## config.mk

```make
export PLATFORM = sky130hd
export DESIGN_NAME = vdi_ctrl
export DESIGN_NICKNAME = d
export VERILOG_FILES = /design/src/rtl/vdi_pkg.sv /design/src/rtl/vdi_ctrl.sv
export SDC_FILE = /design/constraint.sdc
export NUM_CORES = 1
export LEC_CHECK = 0
export BUFFER_PORTS_ARGS = -buffer_cell sky130_fd_sc_hd__buf_2
export CAP_MARGIN = 20
export CORE_AREA = 4 4 41 43
export DETAILED_ROUTE_END_ITERATION = 6
export DIE_AREA = 0 0 45 47
export GPL_ROUTABILITY_DRIVEN = 0
export SYNTH_ARGS = -nofsm -noshare
export SYNTH_HDL_FRONTEND = slang
export SYNTH_SLANG_ARGS = --single-unit
```

## constraint.sdc

```tcl
create_clock -name clk -period 1.4 [get_ports clk]
set_input_delay 0.21 -clock clk [delete_from_list [all_inputs] [get_ports clk]]
set_output_delay 0.21 -clock clk [all_outputs]
set_load 0.05 [all_outputs]
```

## src/rtl/vdi_pkg.sv

```systemverilog
// Shared types and fixed field widths for the vertex deduplication indexer.
// Depends on nothing; used by the controller, the datapath and the top level.
package vdi_pkg;

  localparam int COORD_W = 32;
  localparam int VIDX_W  = 6;
  localparam int UCNT_W  = 7;

  // Commands from the controller to the datapath.
  typedef struct packed {
    logic load;
    logic issue;
    logic take_hit;
    logic take_miss;
    logic emit;
  } vdi_cmd_t;

  // Status from the datapath back to the controller.
  typedef struct packed {
    logic scan_more;
    logic hit;
    logic scan_over;
    logic out_free;
  } vdi_stat_t;

endpackage

```

## src/rtl/vdi_ctrl.sv

```systemverilog
// Controller state machine of the vertex deduplication indexer.
// Depends on vdi_pkg for the command and status structs.
module vdi_ctrl (
  input  logic              clk,
  input  logic              rst,
  input  logic              in_valid,
  output logic              in_ready,
  input  vdi_pkg::vdi_stat_t stat,
  output vdi_pkg::vdi_cmd_t  cmd
);

  typedef enum logic [1:0] {IDLE, SCAN, MISS, OUT} state_t;

  state_t state;
  state_t state_next;

  always_comb begin
    state_next = state;
    cmd        = '0;
    in_ready   = 1'b0;
    case (state)
      IDLE: begin
        in_ready = 1'b1;
        if (in_valid) begin
          cmd.load   = 1'b1;
          state_next = SCAN;
        end
      end
      SCAN: begin
        cmd.issue = stat.scan_more && !stat.hit;
        if (stat.hit) begin
          cmd.take_hit = 1'b1;
          state_next   = OUT;
        end else if (stat.scan_over) begin
          state_next = MISS;
        end
      end
      MISS: begin
        cmd.take_miss = 1'b1;
        state_next    = OUT;
      end
      OUT: begin
        if (stat.out_free) begin
          cmd.emit   = 1'b1;
          state_next = IDLE;
        end
      end
      default: state_next = IDLE;
    endcase
  end

  always_ff @(posedge clk) begin
    if (rst) begin
      state <= IDLE;
    end else begin
      state <= state_next;
    end
  end

endmodule

```

==> run summary <==
RSZ-0062 raised after global routing: yes
Hold Path Class: input port to flip-flop
power density over the cells: 2560 nW/µm²
1st-iter DRT viols: 0
final global-route overflow total: 0
Die Y: 47 µm
Max clock buf depth: 2
max reg flops: 2
CP Launch Type: flip-flop
biggest regs: state x2
wire per inst: 10.6 µm
clk sink count: 2
Mapped Avg Cell Area: 9.73 µm²
Placed Cells: 51
HPWL after DPL: 452 µm
core area: 1300 µm²
FMAX: 721 MHz
total negative slack: 0 ps
die area: 2120 µm²
FF+latch area: 42.5 µm²
status: finished, final reports clean
PortBufs: 12
CP arrival: 1520 ps
Worst Skew: 2.26 ps
Reg clk slew, reported paths: 30 ps
Root Driver: clkbuf_4
Pre-Repair DR Iteration Count: 1
final setup margin: 13.0 ps
Slew HR: 0.836
Final Core Density: 0.335
DR vias: 237
Final #Nets: 54
CTS tree: built
Netlist Area Pre-Place: 214 µm²
VDD IR max: 0.000653 V
Syn Inst Count: 22
H-tree levels: 1
dpl ws: -7.86 ps
Detailed Route WL: 592 µm
Unique masters post-synth: 16
die width: 45 µm
gr usage total: 0.0685
critical path class: flip-flop to flip-flop
CTS Hold Bufs: 0
multi-input logic area: 218 µm²
FF+latch count, synth: 2
row count: 13
Final Hold Viols: 0
Num CTS Buffers: 3
register area share after synthesis: 0.187
Final Non-Filler Cells: 56
Worst EP required: 1530 ps
drt drc: 0
Worst setup EP type: flip-flop
maxcap violations: 0
Initial Util: 0.164
share of the synthesized area in the top cell type: 0.234
Synthesized Nets: 33
fin crit period: 1390 ps
post-route antenna net violation count: 0
share of layout cells above drive strength 1: 0.902
P&R area growth vs syn: 104%
worst slew pin tran: 244 ps
Skew-Pair Late Insertion Delay: 220 ps
largest cells by area after synthesis: ha_1 23%, dfxtp_1 19%, a221oi_2 7.0%
antenna violations before repair: 0
vias in the first global route: 264
largest net degree at the start of global routing: 5
Vias per Instance: 4.23
total power: 1.11 mW
I/O pin count: 13
total leakage power: 0.197 nW
Ys Warns: 0
global-route wire length before repair: 979 µm
Slew Viols, Final: 0
antenna diode count: 0
Biggest register: state
Yosys top cell by area: ha_1
final setup fails: 0
crit-path max FO: 4
final worst path period share: 0.991
Fillers: 152
==> power by group <==
part | leakage [nW] | switching, mW | total (mW) | internal [mW]
clock | 0.0138 | 0.0306 | 0.125 | 0.0943
sequential | 0.0172 | 0.0343 | 0.128 | 0.0938
combinational | 0.166 | 0.482 | 0.861 | 0.379
total | 0.197 | 0.547 | 1.11 | 0.567
==> area by class of cell <==
class,count,share of cell area
Timing Repair Buffer,16,0.290
Multi-Input combinational cell,18,0.500
Clock buffer,3,0.0517
Sequential cell,2,0.0977
Tap cell,15,0.0431
Inverter,2,0.0172
==> synth_stat cells (all sizes together) <==
library cell / instances
a31o: 1
dfxtp: 2
and3b: 1
and2: 3
nor3: 1
and3: 1
inv: 2
nand4: 1
a21oi: 1
o2111ai: 1
ha: 4
a221oi: 1
nand2b: 1
or3b: 1
or2b: 1
==> repair_timing <==
action / CTS / global route
setup buffers: 2 / 1
pin swaps: 2 / 3
resized for setup: 17 / 7
setup endpoints to repair: 5 / 4
hold endpoints to repair: 0 / 0
==> per-stage QoR <==
| step | hold slack, ps | instance area (µm²) |
|---|---|---|
| 4_1_cts | 157 | 402 |
| 5_1_grt | 183 | 435 |
| 2_1_floorplan | 276 | 228 |
| 3_5_place_dp | 406 | 322 |
| 3_3_place_gp | 395 | 322 |
| 6_report | 178 | 435 |
==> metal layers <==
metal | up-vias | GRT usage | part of all wire
li1 | 118 | - | -
met1 | 109 | 0.0563 | 0.38
met2 | 10 | 0.124 | 0.52
met3 | 0 | 0.0115 | 0.10
met4 | 0 | 0.0877 | 0
met5 | - | 0 | 0
==> worst paths after layout <==
path | cells past startpoint | slack [ps] | endpoint | start
setup / recovery | 4 | 10 | state[0] | state[0]
hold / removal | 2 | 180 | state[0] | rst
setup reg to reg | 4 | 10 | state[0] | state[0]
hold reg to reg | 2 | 570 | state[0] | state[0]
==> placed cells by master, fill, tap and decap left out, types with 2 or more instances in the layout <==
cell type  count
buf_4          4
ha_4           2
and2_4         2
inv_2          2
dfxtp_2        2
buf_8          3
buf_2          8
clkbuf_4       3
==> worst max-delay path, stage by stage, from the launching register on <==
cell and delay, ps:
dfxtp_2 370, ha_4 150, or3b_4 390, and3_4 160, a221oi_2 220
==> kinds of logic (layout without fill, tap and decap cells) <==
logic type      after synthesis  count (layout)  share of synthesized area
compound gates                4               4                      0.175
flops                         2               2                      0.187
fa+ha+maj                     4               4                      0.234
buf+inv                       2              21                     0.0351
simple gates                 10              10                      0.368
(Power assumes the default switching activity.)
